## config.mk

```make
export PLATFORM = sky130hd
export DESIGN_NAME = kcs_half_period_regenerator_core_flat
export DESIGN_NICKNAME = d
export VERILOG_FILES = /design/src/hdl/kcs_pkg.sv /design/src/hdl/kcs_req_if.sv /design/src/hdl/kcs_rsp_if.sv /design/src/hdl/kcs_half_period_regenerator_core.sv /design/src/hdl/kcs_ctrl.sv /design/src/hdl/kcs_dp.sv /design/src/flat_wrapper.sv
export SDC_FILE = /design/constraint.sdc
export NUM_CORES = 2
export LEC_CHECK = 0
export ABC_AREA = 1
export BUFFER_PORTS_ARGS = -buffer_cell sky130_fd_sc_hd__buf_2
export CELL_PAD_IN_SITES_DETAIL_PLACEMENT = 0
export CELL_PAD_IN_SITES_GLOBAL_PLACEMENT = 1
export CORE_UTILIZATION = 29
export DETAILED_ROUTE_END_ITERATION = 8
export MAX_ROUTING_LAYER = met4
export PLACE_DENSITY = 0.53
export SLEW_MARGIN = 20
export SYNTH_ARGS = -nofsm -noshare
export SYNTH_HDL_FRONTEND = slang
export SYNTH_HIERARCHICAL = 1
export SYNTH_SLANG_ARGS = --single-unit
```

## constraint.sdc

```tcl
create_clock -name clock -period 11 [get_ports clock]
set_clock_uncertainty 0.05 [all_clocks]
set_input_delay 1.1 -clock clock [delete_from_list [all_inputs] [get_ports clock]]
set_output_delay 1.1 -clock clock [all_outputs]
set_load 0.005 [all_outputs]
```

## src/hdl/kcs_pkg.sv

```systemverilog
`timescale 1ns / 1ps
// ---------------------------------------------------------------------------
// kcs_pkg: shared types and constants of the half-period regenerator
// Register indexes and reset values, symbol and level codes, and the
// command/status bundles between the controller and the datapath.
// ---------------------------------------------------------------------------
package kcs_pkg;

   // Default width of a duration field
   localparam int DURATION_BITS_DEF = 24;

   // Fixed register widths
   localparam int NOMINAL_W = 16;
   localparam int GAP_W     = 24;
   localparam int QERR_W    = 16;
   localparam int CSR_IDX_W = 3;
   localparam int CSR_DATA_W = 24;

   // Lookahead window
   localparam int WIN_DEPTH = 4;
   localparam int FILL_W    = 3;

   // Register indexes
   localparam logic [CSR_IDX_W-1:0] REG_SHORT_HALF  = 3'd0;
   localparam logic [CSR_IDX_W-1:0] REG_LONG_HALF   = 3'd1;
   localparam logic [CSR_IDX_W-1:0] REG_GAP_LIMIT   = 3'd2;
   localparam logic [CSR_IDX_W-1:0] REG_MAX_ERROR   = 3'd3;
   localparam logic [CSR_IDX_W-1:0] REG_FORCE_HIGH  = 3'd4;
   localparam logic [CSR_IDX_W-1:0] REG_START_LEVEL = 3'd5;

   // Register reset values
   localparam logic [NOMINAL_W-1:0] SHORT_HALF_RST  = 16'd52;
   localparam logic [NOMINAL_W-1:0] LONG_HALF_RST   = 16'd104;
   localparam logic [GAP_W-1:0]     GAP_LIMIT_RST   = 24'd5000;
   localparam logic [QERR_W-1:0]    MAX_ERROR_RST   = 16'd22938;
   localparam logic                 FORCE_HIGH_RST  = 1'b1;
   localparam logic                 START_LEVEL_RST = 1'b1;

   // Output level codes
   localparam logic [1:0] LEVEL_LOW  = 2'd0;
   localparam logic [1:0] LEVEL_HIGH = 2'd1;
   localparam logic [1:0] LEVEL_GAP  = 2'd2;

   // Symbol kind codes
   localparam logic [1:0] KIND_ZERO     = 2'd0;
   localparam logic [1:0] KIND_ONE      = 2'd1;
   localparam logic [1:0] KIND_FALLBACK = 2'd2;
   localparam logic [1:0] KIND_GAP      = 2'd3;

   // Live configuration (start level only loads the phase, so it is not held)
   typedef struct packed {
      logic [NOMINAL_W-1:0] short_half_ticks;
      logic [NOMINAL_W-1:0] long_half_ticks;
      logic [GAP_W-1:0]     gap_limit_ticks;
      logic [QERR_W-1:0]    max_error_q16;
      logic                 force_high_start;
   } cfg_type;

   // Controller to datapath
   typedef struct packed {
      logic load;        // take the input item into the window
      logic sum;         // register error sums
      logic mul;         // register cross products
      logic decide;      // register the decision
      logic emit;        // load one half-period into the output register
      logic first_half;  // first half of the current decision
      logic last_half;   // final half of the current decision; window shifts
   } cmd_type;

   // Datapath to controller
   typedef struct packed {
      logic       need_decision;
      logic       out_free;
      logic [1:0] count_m1;   // halves of the decision minus one
   } status_type;

endpackage

```

## src/hdl/kcs_req_if.sv

```systemverilog
`timescale 1ns / 1ps
// ---------------------------------------------------------------------------
// kcs_req_if: input channel of measured durations
// Valid/ready handshake carrying one duration and the end-of-stream mark.
// ---------------------------------------------------------------------------
interface kcs_req_if #(
   parameter int DURATION_BITS = kcs_pkg::DURATION_BITS_DEF
);
   logic                     valid;
   logic                     ready;
   logic [DURATION_BITS-1:0] duration_ticks;
   logic                     end_of_stream;

   modport source (output valid, output duration_ticks, output end_of_stream,
                   input ready);
   modport sink   (input valid, input duration_ticks, input end_of_stream,
                   output ready);
endinterface

```

## src/hdl/kcs_rsp_if.sv

```systemverilog
`timescale 1ns / 1ps
// ---------------------------------------------------------------------------
// kcs_rsp_if: result channel of regenerated half-periods
// Valid/ready handshake carrying level, duration, symbol kind and flags.
// ---------------------------------------------------------------------------
interface kcs_rsp_if #(
   parameter int DURATION_BITS = kcs_pkg::DURATION_BITS_DEF
);
   logic                     valid;
   logic                     ready;
   logic [1:0]               out_level;
   logic [DURATION_BITS-1:0] out_ticks;
   logic [1:0]               symbol_kind;
   logic                     forced_start;
   logic                     last_of_run;

   modport source (output valid, output out_level, output out_ticks,
                   output symbol_kind, output forced_start, output last_of_run,
                   input ready);
   modport sink   (input valid, input out_level, input out_ticks,
                   input symbol_kind, input forced_start, input last_of_run,
                   output ready);
endinterface

```

## src/hdl/kcs_half_period_regenerator_core.sv

```systemverilog
`timescale 1ns / 1ps
// ---------------------------------------------------------------------------
// kcs_half_period_regenerator_core: KCS half-period regenerator
// Classifies a four-entry lookahead window of measured half-periods as
// bit zero, bit one, single fallback or silence gap, and emits regenerated
// half-periods with alternating level.
//
//   Channel  | Direction | Handshake     | Payload
//   ---------+-----------+---------------+--------------------------------------
//   req_if   | in        | valid/ready   | duration_ticks, end_of_stream
//   rsp_if   | out       | valid/ready   | out_level, out_ticks, symbol_kind,
//            |           |               | forced_start, last_of_run
//   csr_*    | in        | write enable  | csr_index, csr_wr_data
//
// An item that completes no decision holds the input through the take and
// window check steps. Each decision adds error sums, cross products and the
// decision, plus one emit step per regenerated half-period (1, 2 or 4).
// An end-of-stream flush repeats the decision loop until the window is
// empty. The result register stalls only the emit step; a new item is
// taken once all results of the previous one are in the output register.
// Reset is synchronous; no clearing pass is needed.
// ---------------------------------------------------------------------------
module kcs_half_period_regenerator_core #(
   parameter int DURATION_BITS = kcs_pkg::DURATION_BITS_DEF
) (
   input  logic                              clock,
   input  logic                              reset,
   kcs_req_if.sink                           req_if,
   kcs_rsp_if.source                         rsp_if,
   input  logic                              csr_wr_en,
   input  logic [kcs_pkg::CSR_IDX_W-1:0]     csr_index,
   input  logic [kcs_pkg::CSR_DATA_W-1:0]    csr_wr_data
);

   kcs_pkg::cfg_type    cfg_ff, cfg_in;
   kcs_pkg::cmd_type    cmd;
   kcs_pkg::status_type status;
   logic                phase_load;

   // Configuration registers
   always_comb begin
      cfg_in = cfg_ff;
      if (csr_wr_en) begin
         unique case (csr_index)
            kcs_pkg::REG_SHORT_HALF:
               cfg_in.short_half_ticks = csr_wr_data[kcs_pkg::NOMINAL_W-1:0];
            kcs_pkg::REG_LONG_HALF:
               cfg_in.long_half_ticks = csr_wr_data[kcs_pkg::NOMINAL_W-1:0];
            kcs_pkg::REG_GAP_LIMIT:
               cfg_in.gap_limit_ticks = csr_wr_data[kcs_pkg::GAP_W-1:0];
            kcs_pkg::REG_MAX_ERROR:
               cfg_in.max_error_q16 = csr_wr_data[kcs_pkg::QERR_W-1:0];
            kcs_pkg::REG_FORCE_HIGH:
               cfg_in.force_high_start = csr_wr_data[0];
            default: begin
               // start level loads the phase directly; others ignored
            end
         endcase
      end
   end

   always_ff @(posedge clock) begin
      if (reset) begin
         cfg_ff.short_half_ticks <= kcs_pkg::SHORT_HALF_RST;
         cfg_ff.long_half_ticks  <= kcs_pkg::LONG_HALF_RST;
         cfg_ff.gap_limit_ticks  <= kcs_pkg::GAP_LIMIT_RST;
         cfg_ff.max_error_q16    <= kcs_pkg::MAX_ERROR_RST;
         cfg_ff.force_high_start <= kcs_pkg::FORCE_HIGH_RST;
      end else begin
         cfg_ff <= cfg_in;
      end
   end

   assign phase_load = csr_wr_en && (csr_index == kcs_pkg::REG_START_LEVEL);

   kcs_ctrl u_ctrl (
      .clock     (clock),
      .reset     (reset),
      .req_valid (req_if.valid),
      .req_ready (req_if.ready),
      .status    (status),
      .cmd       (cmd)
   );

   kcs_dp #(
      .DURATION_BITS (DURATION_BITS)
   ) u_dp (
      .clock        (clock),
      .reset        (reset),
      .cmd          (cmd),
      .status       (status),
      .cfg          (cfg_ff),
      .phase_load   (phase_load),
      .phase_value  (csr_wr_data[0]),
      .req_duration (req_if.duration_ticks),
      .req_eos      (req_if.end_of_stream),
      .rsp_ready    (rsp_if.ready),
      .rsp_valid    (rsp_if.valid),
      .rsp_level    (rsp_if.out_level),
      .rsp_ticks    (rsp_if.out_ticks),
      .rsp_kind     (rsp_if.symbol_kind),
      .rsp_forced   (rsp_if.forced_start),
      .rsp_last     (rsp_if.last_of_run)
   );

   // Emit only into a free output register
   a_emit_free: assert property (@(posedge clock) disable iff (reset)
      cmd.emit |-> status.out_free)
      else $error("emit into occupied output register");

   // One item at a time
   a_single_item: assert property (@(posedge clock) disable iff (reset)
      (req_if.valid && req_if.ready) |=> !req_if.ready)
      else $error("input taken again before item finished");

   // Run end agrees with the window having nothing left to decide
   a_last_run: assert property (@(posedge clock) disable iff (reset)
      (cmd.emit && cmd.last_half) |=>
         (rsp_if.valid && (rsp_if.last_of_run == !status.need_decision)))
      else $error("last_of_run disagrees with pending window");

   // A forced start always shows a high level
   a_forced_high: assert property (@(posedge clock) disable iff (reset)
      (rsp_if.valid && rsp_if.forced_start) |->
         (rsp_if.out_level == kcs_pkg::LEVEL_HIGH))
      else $error("forced start not at high level");

endmodule

```

## src/hdl/kcs_ctrl.sv

```systemverilog
`timescale 1ns / 1ps
// ---------------------------------------------------------------------------
// kcs_ctrl: sequencing controller
// Steps each item through window load and, when a decision is due, error
// sums, cross products, decision and one emit per regenerated half-period.
// ---------------------------------------------------------------------------
module kcs_ctrl (
   input  logic                clock,
   input  logic                reset,
   input  logic                req_valid,
   output logic                req_ready,
   input  kcs_pkg::status_type status,
   output kcs_pkg::cmd_type    cmd
);

   localparam logic [2:0] ST_IDLE = 3'd0;
   localparam logic [2:0] ST_SUM  = 3'd1;
   localparam logic [2:0] ST_MUL  = 3'd2;
   localparam logic [2:0] ST_DEC  = 3'd3;
   localparam logic [2:0] ST_EMIT = 3'd4;

   logic [2:0] state_ff, state_in;
   logic [1:0] half_ff, half_in;

   // Next state and commands
   always_comb begin
      state_in  = state_ff;
      half_in   = half_ff;
      req_ready = 1'b0;
      cmd       = '0;
      unique case (state_ff)
         ST_IDLE: begin
            req_ready = 1'b1;
            if (req_valid) begin
               cmd.load = 1'b1;
               state_in = ST_SUM;
            end
         end
         ST_SUM: begin
            if (status.need_decision) begin
               cmd.sum  = 1'b1;
               state_in = ST_MUL;
            end else begin
               state_in = ST_IDLE;
            end
         end
         ST_MUL: begin
            cmd.mul  = 1'b1;
            state_in = ST_DEC;
         end
         ST_DEC: begin
            cmd.decide = 1'b1;
            half_in    = 2'd0;
            state_in   = ST_EMIT;
         end
         ST_EMIT: begin
            if (status.out_free) begin
               cmd.emit       = 1'b1;
               cmd.first_half = (half_ff == 2'd0);
               cmd.last_half  = (half_ff == status.count_m1);
               if (half_ff == status.count_m1) begin
                  state_in = ST_SUM;   // flush may hold further decisions
               end else begin
                  half_in = half_ff + 2'd1;
               end
            end
         end
         default: begin
            state_in = ST_IDLE;
         end
      endcase
   end

   always_ff @(posedge clock) begin
      if (reset) begin
         state_ff <= ST_IDLE;
         half_ff  <= 2'd0;
      end else begin
         state_ff <= state_in;
         half_ff  <= half_in;
      end
   end

endmodule

```

## src/hdl/kcs_dp.sv

```systemverilog
`timescale 1ns / 1ps
// ---------------------------------------------------------------------------
// kcs_dp: regenerator datapath
// Lookahead window, error sums, cross-multiplied error tests, decision
// registers, level phase and the result output register.
// ---------------------------------------------------------------------------
module kcs_dp #(
   parameter int DURATION_BITS = kcs_pkg::DURATION_BITS_DEF
) (
   input  logic                     clock,
   input  logic                     reset,
   input  kcs_pkg::cmd_type         cmd,
   output kcs_pkg::status_type      status,
   input  kcs_pkg::cfg_type         cfg,
   input  logic                     phase_load,
   input  logic                     phase_value,
   input  logic [DURATION_BITS-1:0] req_duration,
   input  logic                     req_eos,
   input  logic                     rsp_ready,
   output logic                     rsp_valid,
   output logic [1:0]               rsp_level,
   output logic [DURATION_BITS-1:0] rsp_ticks,
   output logic [1:0]               rsp_kind,
   output logic                     rsp_forced,
   output logic                     rsp_last
);

   localparam int DB    = DURATION_BITS;
   localparam int E0_W  = DB + 1;          // two errors
   localparam int E1_W  = DB + 2;          // four errors
   localparam int P0_W  = E0_W + kcs_pkg::NOMINAL_W;
   localparam int P1_W  = E1_W + kcs_pkg::NOMINAL_W;
   localparam int QP_W  = kcs_pkg::QERR_W + kcs_pkg::NOMINAL_W;
   localparam int ACC_W = P1_W;            // covers every compare operand
   localparam int CMP_W = (DB > kcs_pkg::GAP_W) ? DB : kcs_pkg::GAP_W;
   localparam int WIN_W = kcs_pkg::FILL_W;

   function automatic logic [DB-1:0] abs_diff(input logic [DB-1:0] a,
                                              input logic [DB-1:0] b);
      return (a > b) ? (a - b) : (b - a);
   endfunction

   logic [DB-1:0]    win_ff [kcs_pkg::WIN_DEPTH];
   logic [DB-1:0]    win_in [kcs_pkg::WIN_DEPTH];
   logic [WIN_W-1:0] fill_ff, fill_in;
   logic             eos_ff;
   logic [E0_W-1:0]  e0_ff, e0_in;
   logic [E1_W-1:0]  e1_ff, e1_in;
   logic [P0_W-1:0]  p0_ff, p0_in;
   logic [P1_W-1:0]  p1_ff, p1_in;
   logic [QP_W-1:0]  ql_ff, ql_in, qs_ff, qs_in;
   logic [1:0]       kind_ff, kind_in;
   logic [DB-1:0]    ticks_ff, ticks_in;
   logic [1:0]       cnt_m1_ff, cnt_m1_in;
   logic             forced_ff, forced_in;
   logic             phase_ff, phase_in;
   logic             out_valid_ff, out_valid_in;
   logic [1:0]       out_level_ff, out_level_in;
   logic [DB-1:0]    out_ticks_ff, out_ticks_in;
   logic [1:0]       out_kind_ff, out_kind_in;
   logic             out_forced_ff, out_forced_in;
   logic             out_last_ff, out_last_in;

   logic [DB-1:0]    s_ext, l_ext;
   logic             have2, have4, zero_le_one, zero_ok, one_ok, gap_hit;
   logic             sym_force;
   logic [DB-1:0]    snap_ticks;
   logic [WIN_W-1:0] fill_after;

   assign s_ext = DB'(cfg.short_half_ticks);
   assign l_ext = DB'(cfg.long_half_ticks);

   // Error sums against the nominals
   always_comb begin
      e0_in = E0_W'(abs_diff(win_ff[0], l_ext)) + E0_W'(abs_diff(win_ff[1], l_ext));
      e1_in = '0;
      for (int i = 0; i < kcs_pkg::WIN_DEPTH; i++) begin
         e1_in = e1_in + E1_W'(abs_diff(win_ff[i], s_ext));
      end
   end

   // Cross products and error limits, one multiplier each
   assign p0_in = P0_W'(e0_ff) * P0_W'(cfg.short_half_ticks);
   assign p1_in = P1_W'(e1_ff) * P1_W'(cfg.long_half_ticks);
   assign ql_in = QP_W'(cfg.max_error_q16) * QP_W'(cfg.long_half_ticks);
   assign qs_in = QP_W'(cfg.max_error_q16) * QP_W'(cfg.short_half_ticks);

   // Decision from registered products
   always_comb begin
      have2       = (fill_ff >= WIN_W'(2));
      have4       = (fill_ff == WIN_W'(kcs_pkg::WIN_DEPTH));
      zero_le_one = (have2 && have4) ? ({p0_ff, 1'b0} <= p1_ff) : 1'b1;
      zero_ok     = have2 && zero_le_one &&
                    (ACC_W'({e0_ff, 16'b0}) <= ACC_W'({ql_ff, 1'b0}));
      one_ok      = have4 && !zero_le_one &&
                    (ACC_W'({e1_ff, 16'b0}) <= ACC_W'({qs_ff, 2'b0}));
      gap_hit     = (cfg.gap_limit_ticks != '0) &&
                    (CMP_W'(win_ff[0]) >= CMP_W'(cfg.gap_limit_ticks));
      snap_ticks  = (abs_diff(win_ff[0], s_ext) <= abs_diff(win_ff[0], l_ext)) ?
                    s_ext : l_ext;
      sym_force   = cfg.force_high_start && !phase_ff;

      kind_in   = kind_ff;
      ticks_in  = ticks_ff;
      cnt_m1_in = cnt_m1_ff;
      forced_in = forced_ff;
      if (cmd.decide) begin
         if (gap_hit) begin
            kind_in   = kcs_pkg::KIND_GAP;
            ticks_in  = win_ff[0];
            cnt_m1_in = 2'd0;
            forced_in = 1'b0;
         end else if (zero_ok) begin
            kind_in   = kcs_pkg::KIND_ZERO;
            ticks_in  = l_ext;
            cnt_m1_in = 2'd1;
            forced_in = sym_force;
         end else if (one_ok) begin
            kind_in   = kcs_pkg::KIND_ONE;
            ticks_in  = s_ext;
            cnt_m1_in = 2'd3;
            forced_in = sym_force;
         end else begin
            kind_in   = kcs_pkg::KIND_FALLBACK;
            ticks_in  = snap_ticks;
            cnt_m1_in = 2'd0;
            forced_in = sym_force;
         end
      end
   end

   // Level phase
   always_comb begin
      phase_in = phase_ff;
      if (phase_load) begin
         phase_in = phase_value;
      end else if (cmd.decide && !gap_hit && sym_force) begin
         phase_in = 1'b1;
      end else if (cmd.emit) begin
         if (kind_ff == kcs_pkg::KIND_GAP) begin
            phase_in = cfg.force_high_start ? 1'b1 : phase_ff;
         end else begin
            phase_in = !phase_ff;
         end
      end
   end

   // Window fill and shift
   assign fill_after = fill_ff - (WIN_W'(cnt_m1_ff) + WIN_W'(1));

   always_comb begin
      logic [WIN_W-1:0] src;
      src     = '0;
      fill_in = fill_ff;
      for (int i = 0; i < kcs_pkg::WIN_DEPTH; i++) begin
         win_in[i] = win_ff[i];
      end
      if (cmd.load) begin
         win_in[fill_ff[1:0]] = req_duration;
         fill_in              = fill_ff + WIN_W'(1);
      end else if (cmd.emit && cmd.last_half) begin
         for (int i = 0; i < kcs_pkg::WIN_DEPTH; i++) begin
            src = WIN_W'(i) + WIN_W'(cnt_m1_ff) + WIN_W'(1);
            if (src < WIN_W'(kcs_pkg::WIN_DEPTH)) begin
               win_in[i] = win_ff[src[1:0]];
            end
         end
         fill_in = fill_after;
      end
   end

   // Output register
   always_comb begin
      out_valid_in  = out_valid_ff;
      out_level_in  = out_level_ff;
      out_ticks_in  = out_ticks_ff;
      out_kind_in   = out_kind_ff;
      out_forced_in = out_forced_ff;
      out_last_in   = out_last_ff;
      if (cmd.emit) begin
         out_valid_in  = 1'b1;
         out_level_in  = (kind_ff == kcs_pkg::KIND_GAP) ? kcs_pkg::LEVEL_GAP :
                         (phase_ff ? kcs_pkg::LEVEL_HIGH : kcs_pkg::LEVEL_LOW);
         out_ticks_in  = ticks_ff;
         out_kind_in   = kind_ff;
         out_forced_in = forced_ff && cmd.first_half;
         out_last_in   = cmd.last_half && !(eos_ff && (fill_after != '0));
      end else if (rsp_ready) begin
         out_valid_in = 1'b0;
      end
   end

   // Control registers
   always_ff @(posedge clock) begin
      if (reset) begin
         fill_ff      <= '0;
         eos_ff       <= 1'b0;
         phase_ff     <= kcs_pkg::START_LEVEL_RST;
         out_valid_ff <= 1'b0;
      end else begin
         fill_ff      <= fill_in;
         phase_ff     <= phase_in;
         out_valid_ff <= out_valid_in;
         if (cmd.load) begin
            eos_ff <= req_eos;
         end
      end
   end

   // Payload registers
   always_ff @(posedge clock) begin
      for (int i = 0; i < kcs_pkg::WIN_DEPTH; i++) begin
         win_ff[i] <= win_in[i];
      end
      if (cmd.sum) begin
         e0_ff <= e0_in;
         e1_ff <= e1_in;
      end
      if (cmd.mul) begin
         p0_ff <= p0_in;
         p1_ff <= p1_in;
         ql_ff <= ql_in;
         qs_ff <= qs_in;
      end
      kind_ff       <= kind_in;
      ticks_ff      <= ticks_in;
      cnt_m1_ff     <= cnt_m1_in;
      forced_ff     <= forced_in;
      out_level_ff  <= out_level_in;
      out_ticks_ff  <= out_ticks_in;
      out_kind_ff   <= out_kind_in;
      out_forced_ff <= out_forced_in;
      out_last_ff   <= out_last_in;
   end

   // Status
   assign status.need_decision = (fill_ff == WIN_W'(kcs_pkg::WIN_DEPTH)) ||
                                 (eos_ff && (fill_ff != '0));
   assign status.out_free      = !out_valid_ff || rsp_ready;
   assign status.count_m1      = cnt_m1_ff;

   assign rsp_valid  = out_valid_ff;
   assign rsp_level  = out_level_ff;
   assign rsp_ticks  = out_ticks_ff;
   assign rsp_kind   = out_kind_ff;
   assign rsp_forced = out_forced_ff;
   assign rsp_last   = out_last_ff;

endmodule
```

## src/flat_wrapper.sv

```systemverilog
// flat-port wrapper written by rule: the top's interface ports become plain ports
module kcs_half_period_regenerator_core_flat 
#(
   parameter int DURATION_BITS = kcs_pkg::DURATION_BITS_DEF
)
  (clock, reset, csr_wr_en, csr_index, csr_wr_data, req_if_valid, req_if_duration_ticks, req_if_end_of_stream, req_if_ready, rsp_if_valid, rsp_if_out_level, rsp_if_out_ticks, rsp_if_symbol_kind, rsp_if_forced_start, rsp_if_last_of_run, rsp_if_ready);
  kcs_req_if #(.DURATION_BITS(DURATION_BITS)) req_if_i ();
  kcs_rsp_if #(.DURATION_BITS(DURATION_BITS)) rsp_if_i ();
  input  logic clock;
  input  logic reset;
  input  logic csr_wr_en;
  input  logic [kcs_pkg::CSR_IDX_W-1:0] csr_index;
  input  logic [kcs_pkg::CSR_DATA_W-1:0] csr_wr_data;
  input wire logic [$bits(req_if_i.valid)-1:0] req_if_valid;
  input wire logic [$bits(req_if_i.duration_ticks)-1:0] req_if_duration_ticks;
  input wire logic [$bits(req_if_i.end_of_stream)-1:0] req_if_end_of_stream;
  output wire logic [$bits(req_if_i.ready)-1:0] req_if_ready;
  output wire logic [$bits(rsp_if_i.valid)-1:0] rsp_if_valid;
  output wire logic [$bits(rsp_if_i.out_level)-1:0] rsp_if_out_level;
  output wire logic [$bits(rsp_if_i.out_ticks)-1:0] rsp_if_out_ticks;
  output wire logic [$bits(rsp_if_i.symbol_kind)-1:0] rsp_if_symbol_kind;
  output wire logic [$bits(rsp_if_i.forced_start)-1:0] rsp_if_forced_start;
  output wire logic [$bits(rsp_if_i.last_of_run)-1:0] rsp_if_last_of_run;
  input wire logic [$bits(rsp_if_i.ready)-1:0] rsp_if_ready;
  assign req_if_i.valid = req_if_valid;
  assign req_if_i.duration_ticks = req_if_duration_ticks;
  assign req_if_i.end_of_stream = req_if_end_of_stream;
  assign req_if_ready = req_if_i.ready;
  assign rsp_if_valid = rsp_if_i.valid;
  assign rsp_if_out_level = rsp_if_i.out_level;
  assign rsp_if_out_ticks = rsp_if_i.out_ticks;
  assign rsp_if_symbol_kind = rsp_if_i.symbol_kind;
  assign rsp_if_forced_start = rsp_if_i.forced_start;
  assign rsp_if_last_of_run = rsp_if_i.last_of_run;
  assign rsp_if_i.ready = rsp_if_ready;
  kcs_half_period_regenerator_core #(.DURATION_BITS(DURATION_BITS)) u_core (.clock(clock), .reset(reset), .req_if(req_if_i), .rsp_if(rsp_if_i), .csr_wr_en(csr_wr_en), .csr_index(csr_index), .csr_wr_data(csr_wr_data));
endmodule
```

# Yosys cells after proc, flatten, opt, wreduce, memory -nomap -nowiden
# Memory sizes are Yosys's and may differ from the RTL's.
# Cells that the tools add are included.
[word_totals]
regBits = 341
ram_bits = 96
mem_count = 1
[classes]
add_sub_neg = 25
n_mul = 4
magnitude_cmp = 18
eq_ne = 17
n_mux = 51
n_bitwise = 1
reduce_logical = 42
[memory_table]
columns = ["memory", "words", "width", "rd", "rd_ports_with_merged_regs", "write_ports", "line_no", "rtl"]
rows = [
  ["u_core.u_dp.win_ff", 4, 24, 8, 0, 4, "kcs_dp.sv:43", "logic [DB-1:0] win_ff [kcs_pkg::WIN_DEPTH];"],
]
[ops]
columns = ["cell", "n"]
rows = [
  ["24-bit 2-to-1 mux", 12],
  ["96-bit 2-to-1 mux", 2],
  ["24-bit by 16-bit > comparator with 1-bit output", 6],
  ["16-bit by 24-bit subtractor with 24-bit output", 6],
  ["24-bit by 16-bit subtractor with 24-bit output", 6],
  ["96-bit bitwise mux", 1],
  ["16-bit by 16-bit multiplier with 32-bit output", 2],
  ["24-bit by 24-bit adder with 25-bit output", 2],
  ["24-bit demux with 2-bit select", 1],
  ["16-bit 2-to-1 mux", 3],
  ["42-bit by 34-bit <= comparator with 1-bit output", 1],
  ["42-bit <= comparator", 1],
  ["26-bit by 16-bit multiplier with 42-bit output", 1],
  ["41-bit by 33-bit <= comparator with 1-bit output", 1],
  ["25-bit by 16-bit multiplier with 41-bit output", 1],
  ["25-bit by 24-bit adder with 26-bit output", 1],
  ["26-bit by 24-bit adder with 26-bit output", 1],
  ["24-bit >= comparator", 1],
  ["24-bit <= comparator", 1],
  ["24-bit nonzero test", 1],
  ["3-bit 2-to-1 mux", 7],
  ["1-bit 2-to-1 mux", 17],
  ["1-bit logical AND", 16],
  ["3-bit case mux with 5 select lines", 1],
  ["other kinds (29)", 66],
]

# Longest topological paths before layout
[logic_depth]
ltp_word = 9
depth_mapped = 32

# Cells and area by module
# The synthesis kept the hierarchy.
[modules_own_cells]
columns = ["mod", "instances", "cells_each", "area_per_inst_um2"]
rows = [
  ["kcs_dp", 1, 10468, 78958.2],
  ["kcs_half_period_regenerator_core", 1, 416, 2986.6],
  ["kcs_ctrl", 1, 64, 391.6],
]

# Least setup slack after synthesis
# Ideal clock, no wire load.
[synth_path]
kind = "register -> register"
from = "register u_core.u_ctrl.state_ff[0]"
to = "register u_core.u_ctrl.state_ff[0]"
arrival_ns = 11.149
required_time_ns = 10.853
setup_slack_ns = -0.295
path_stages_with_launch = 4
n_path_buf = 0
path_cell_list = "dfxtp_1 -> nor3_1 -> o21ai_0 -> nor2_1"
[synth_between]
elab_chain_cells = 3
[synth_lines]
columns = ["item", "line_no", "rtl"]
rows = [
  ["start: declaration", "kcs_ctrl.sv:22", "logic [2:0] state_ff, state_in;"],
  ["start signal: assignment", "kcs_ctrl.sv:79", "state_ff <= state_in;"],
  ["3-bit equality test or 3-bit zero test (tied branches)", "kcs_ctrl.sv:31", "unique case (state_ff)"],
  ["2-bit by 1-bit != test with 1-bit output (no line) or 2-bit != test (tied branches)", "n/a", ""],
  ["3-bit AND reduction (no line)", "n/a", ""],
]
# Several ways; a longest one is shown, not always the timed one.
# A chain may end at the register's enable or synchronous reset.

# Worst setup path in the final report
[layout_path]
from = "register u_core/cfg_ff[58] (netlist name)"
to = "register u_core.u_dp.e1_ff[21] (data pin)"
[layout_between]
elab_chain_cells = 5
[layout_lines]
columns = ["item", "line_no", "rtl"]
rows = [
  ["start: declaration", "kcs_half_period_regenerator_core.sv:35", "kcs_pkg::cfg_type cfg_ff, cfg_in;"],
  ["start signal: assignment", "kcs_half_period_regenerator_core.sv:70", "cfg_ff <= cfg_in;"],
  ["16-bit by 24-bit subtractor with 24-bit output (tied with other cells)", "kcs_dp.sv:40", "return (a > b) ? (a - b) : (b - a);"],
  ["24-bit 2-to-1 mux", "kcs_dp.sv:40", ""],
  ["24-bit by 24-bit adder with 25-bit output", "kcs_dp.sv:78", "e1_in = e1_in + E1_W'(abs_diff(win_ff[i], s_ext));"],
  ["25-bit by 24-bit adder with 26-bit output", "kcs_dp.sv:78", ""],
  ["26-bit by 24-bit adder with 26-bit output (*)", "kcs_dp.sv:78", ""],
  ["named net u_core.u_dp.e1_in[21]", "kcs_dp.sv:48", "logic [E1_W-1:0] e1_ff, e1_in;"],
  ["end signal: assignment", "kcs_dp.sv:217", "e1_ff <= e1_in;"],
  ["end: declaration", "kcs_dp.sv:48", ""],
]
# Mark *: on every way through the listed nets, which the timed path passes. The rest lies on a longest branch.

==> qor_table.md <==
| Step | Quantity | Reported |
|---|---|---|
| floorplanning | Die W | 535 um |
| timing | Final Max Tran Viols | 0 |
| pwr | Power Internal | 6850 uW |
| drt | First-pass DRT Iterations | 6 |
| floorplanning | Num ports | 89 |
| pwr | Total power per unit cell area | 167 nW/um2 |
| timing | Hold Violations, Final | 0 |
| timing | Worst Max-Slew Pin Slew | 1.17 ns |
| synth | Most frequent cell after synthesis | inv_1 |
| placed design | Placed Cells | 14500 |
| global route | Total congestion overflow after global routing | 0 |
| setup path | Nature of the critical path endpoint | flip-flop |
| pwr | Clock network fraction of design power | 0.149 |
| global route | First-pass GRT wire length | 538000 um |
| cells and area | Final cell count without fillers | 14600 |
| timing | Worst-case headroom to the max-slew limit | 0.219 |
| synth | Yosys cell types | 60 |
| synth | Total of flip-flops plus latches after synthesis | 437 |
| timing | Final period utilization | 0.677 |
| floorplanning | Height of the chip | 535 um |
| timing | RSZ-0062 raised after global routing | false |
| timing | Final Setup Violations | 0 |
| pwr | Relative contribution of sequential cells to total power | 0.161 |
| synth | EDFF count, synth | 353 |
| placed design | Count of buffers inserted at the top-level ports | 88 |
| synth | Avg Inst Size Synth | 7.52 um2 |
| pwr | Net switching component of the power | 8030 uW |
| synth | Commonest register cell after synthesis | edfxtp_1 |
| pwr | Relative contribution of combinational cells to total power | 0.691 |
| cts | CTS tree | done |
| setup path | Number of buffers and inverters on the critical path | 4 |
| synth | Gate Count Post-Synth | 10900 |
| setup path | Worst setup path category | reg2reg |
| drt | Final routed DRC violation total | 0 |
| synth | Post-synth ARST share | 0 |
| setup path | Cell family contributing the most delay on the critical path | adder cells |
| drt | Initial DRC Count | 5265 |
| synth | Post-synthesis sequential area ratio | 0.149 |
| timing | Highest Clock Rate | 134 MHz |
| global route | GRT Util Overall | 0.268 |
| timing | Minimum period implied by the final worst setup slack | 7.44 ns |
| global route | Via count of the first global-routing pass | 75700 |
| synth | Top cells by count, synth | inv_1 (2665), nand2_1 (2572), fa_1 (1103) |
| cts | Cts bufs inserted | 66 |
| cts | PostCTS Resize Cnt | 0 |
| setup path | Crit start category | flip-flop |
| placed design | Last weighted congestion value of the routability-driven placer | 0.996 |
| global route | Antenna violations before repair | 18 |
| synth | Top cell type by total area after synthesis | fa_1 |
| floorplanning | Initial standard-cell utilization of the core | 0.292 |
| cts | CTS Sinks | 437 |
| synth | Cell types with the largest area share after synthesis | fa_1 (27%), edfxtp_1 (13%), ha_1 (12%) |
| global route | Pin count of the biggest net entering global routing | 102 |
| setup path | Critical-path maximum fanout | 27 |
| synth | Post-synth top area share | 0.268 |
| cts | Clk Latency, worst-skew pair | 0.73 ns |
| setup path | Worst Path Arrival | 7.83 ns |
| cts | Post-CTS setup-driven buffer insertion count | 0 |
| floorplanning | Core Area | 282000 um2 |
| drt | DR vias/cell | 4.91 |
| cts | Clock Path Buffers | 3 |
| floorplanning | Number of standard-cell rows in the floorplan | 195 |
| cts | Worst-path clk slew | 0.06 ns |
| drt | Total detailed-routing wirelength | 371000 um |
| pwr | Switching Share | 0.540 |
| setup path | Cell type of the slowest stage on the worst timing path | dfxtp_2 |
| cts | Root buffer cell | clkbuf_16 |
| status | Outcome | finished clean |
| hold path | Worst hold-check path type | reg2reg |
| cells and area | Share of final-layout standard cells stronger than drive strength 1 | 0.0429 |
| job | Count of maximum capacitance violations | 0 |
| cells and area | Fill count | 30600 |
| cells and area | Synth-to-Final Area Change | 8.19% |
| drt | Wire per inst | 25.4 um |
| setup path | Cell chain of the critical path | inv_1, fa_1, nand3_1, nand2_1, a21oi_1, o21ai_2, nand2_1, nand2_2, o21ai_1, inv_1, fa_1, fa_1, inv_1, ha_1, inv_1, fa_1, nand3b_1, nand2_1, a21oi_1, o21ai_0, a31oi_1, o21bai_1, xor2_1 |
| drt | Vias after detailed routing | 71800 |
| floorplanning | Die area | 286000 um2 |
| timing | Final TNS setup | 0 ns |
| pwr | VDD IR-drop max | 0.000127 V |
| pwr | Static leakage | 0.0470 uW |
| synth | Area of the mapped netlist | 82300 um2 |
| cts | Post-CTS Hold Buffers | 0 |
| cts | H-tree depth reported by CTS | 3 |
| synth | Post-synth net total | 12900 |
| synth | Yosys warns | 6 |
| placed design | Hpwl dp | 290000 um |
| cells and area | Total Nets Final | 12800 |
| setup path | Worst path required time | 11.38 ns |
| drt | Number of routed nets with antenna violations | 0 |
| setup path | Delay of the slowest critical-path stage | 0.74 ns |
flip-flops by register name, summed over array words and instances, names as in the netlist:
register and cells:
u_core/cfg_ff 73, u_core/u_dp/e0_ff 25, u_core/u_dp/rsp_forced 1, u_core/u_dp/ql_ff 32, u_core/u_dp/kind_ff 2, u_core/u_dp/rsp_ticks 24
u_core/u_dp/forced_ff 1, u_core/u_dp/e1_ff 26, u_core/u_dp/rsp_last 1, u_core/u_dp/win_ff 96, u_core/u_dp/fill_ff 3, u_core/u_dp/qs_ff 32
u_core/u_dp/cnt_m1_ff 2, u_core/u_ctrl/half_ff 2, u_core/u_dp/ticks_ff 24, u_core/u_dp/rsp_level 2, u_core/u_dp/phase_ff 1, u_core/u_ctrl/state_ff 3
u_core/u_dp/p1_ff 42, u_core/u_dp/eos_ff 1, u_core/u_dp/rsp_valid 1, u_core/u_dp/rsp_kind 2, u_core/u_dp/p0_ff 41
power groups by stage:
stage	clock network [uW]	registers [uW]	logic, uW
detailed placement	0	2420	10400
global placement	0	2430	10400
finish	2210	2390	10300
floorplan	0	2330	6620
CTS	2290	2390	10400
global route	2330	2390	11600
cell families (layout without fill, tap and decap cells):
kind of cell,after synthesis,count (layout),synth area share
other cells,0,32,0
buf+inv,3143,3046,0.146
fa+ha+maj,1912,1912,0.391
flops,437,437,0.149
simple gates,3676,3676,0.180
mux,3,3,0.000365
xor+xnor,344,344,0.0366
compound gates,1433,1433,0.0970
final timing paths:
path                                               start                        end  slack (ns)  cells past startpoint
worst max-delay path                   u_core/cfg_ff[58]      u_core/u_dp/e1_ff[21]        3.56                     23
worst min register to register  u_core/u_dp/ticks_ff[16]  u_core/u_dp/rsp_ticks[16]        0.38                      0
worst max register to register         u_core/cfg_ff[58]      u_core/u_dp/e1_ff[21]        3.56                     23
worst min-delay path            u_core/u_dp/ticks_ff[16]  u_core/u_dp/rsp_ticks[16]        0.38                      0
final cells by class:
cell class              count  area (um2)  area share
diodes                     32        80.1    0.000899
clock buffers              79        1710      0.0192
clock inverters            35         458     0.00514
inverters                2686       10100       0.113
multi-input cells        7368       58100       0.652
flip-flops and latches    437       12300       0.138
well taps                3743        4680      0.0526
repair buffers            246        1650      0.0186
stage by stage:
stage / util / power (uW) / area [um2] / worst slack [ns] / hold slack, ns
2_1_floorplan: - / 8950 / 82300 / 4.28 / 0.350
3_3_place_gp: 0.307 / 12900 / 86800 / 3.65 / 0.360
3_5_place_dp: 0.308 / 12800 / 86800 / 3.54 / 0.355
4_1_cts: 0.315 / 15100 / 89000 / 3.54 / 0.381
5_1_grt: 0.316 / 16300 / 89100 / 3.16 / 0.386
6_report: 0.316 / 14900 / 89100 / 3.56 / 0.383
worst reg2reg max path, cell delays in order, from the launching register on:
cell	delay, ns
dfxtp_2	0.74
inv_1	0.58
fa_1	0.75
nand3_1	0.15
nand2_1	0.19
a21oi_1	0.37
o21ai_2	0.11
nand2_1	0.12
nand2_2	0.36
o21ai_1	0.48
inv_1	0.18
fa_1	0.53
fa_1	0.40
inv_1	0.06
ha_1	0.17
inv_1	0.07
fa_1	0.47
nand3b_1	0.18
nand2_1	0.11
a21oi_1	0.17
o21ai_0	0.40
a31oi_1	0.21
o21bai_1	0.24
xor2_1	0.09
per-layer routing:
| layer | vias to the layer above | track usage | share of wire |
|---|---|---|---|
| met3 | 473 | 0.0311 | 0.050 |
| met5 | - | - | 0 |
| met1 | 36200 | 0.337 | 0.44 |
| met2 | 2135 | 0.440 | 0.47 |
| met4 | 0 | 0.0991 | 0.044 |
| li1 | 33000 | - | - |
cell usage in the layout, fill, tap and decap left out, types with 14 or more instances in the layout:
master / n
inv_1: 2662
nand2_1: 2569
fa_1: 1103
ha_1: 808
nor2_1: 586
a21oi_1: 572
o21ai_0: 440
edfxtp_1: 353
nand3_1: 298
xor2_1: 258
buf_4: 155
o22ai_1: 90
buf_2: 88
xnor2_1: 86
nand4_1: 72
clkbuf_16: 66
a21o_1: 61
o21bai_1: 59
dfxtp_1: 52
a31oi_1: 51
nor3_1: 45
o21ai_1: 43
diode_2: 32
dfxtp_2: 32
nor4_1: 29
o21a_1: 28
nand2_2: 21
inv_2: 18
o211ai_1: 16
nor2_2: 14
a22oi_1: 14
a21boi_0: 14
No activity file was read; power rests on OpenSTA's default activity.
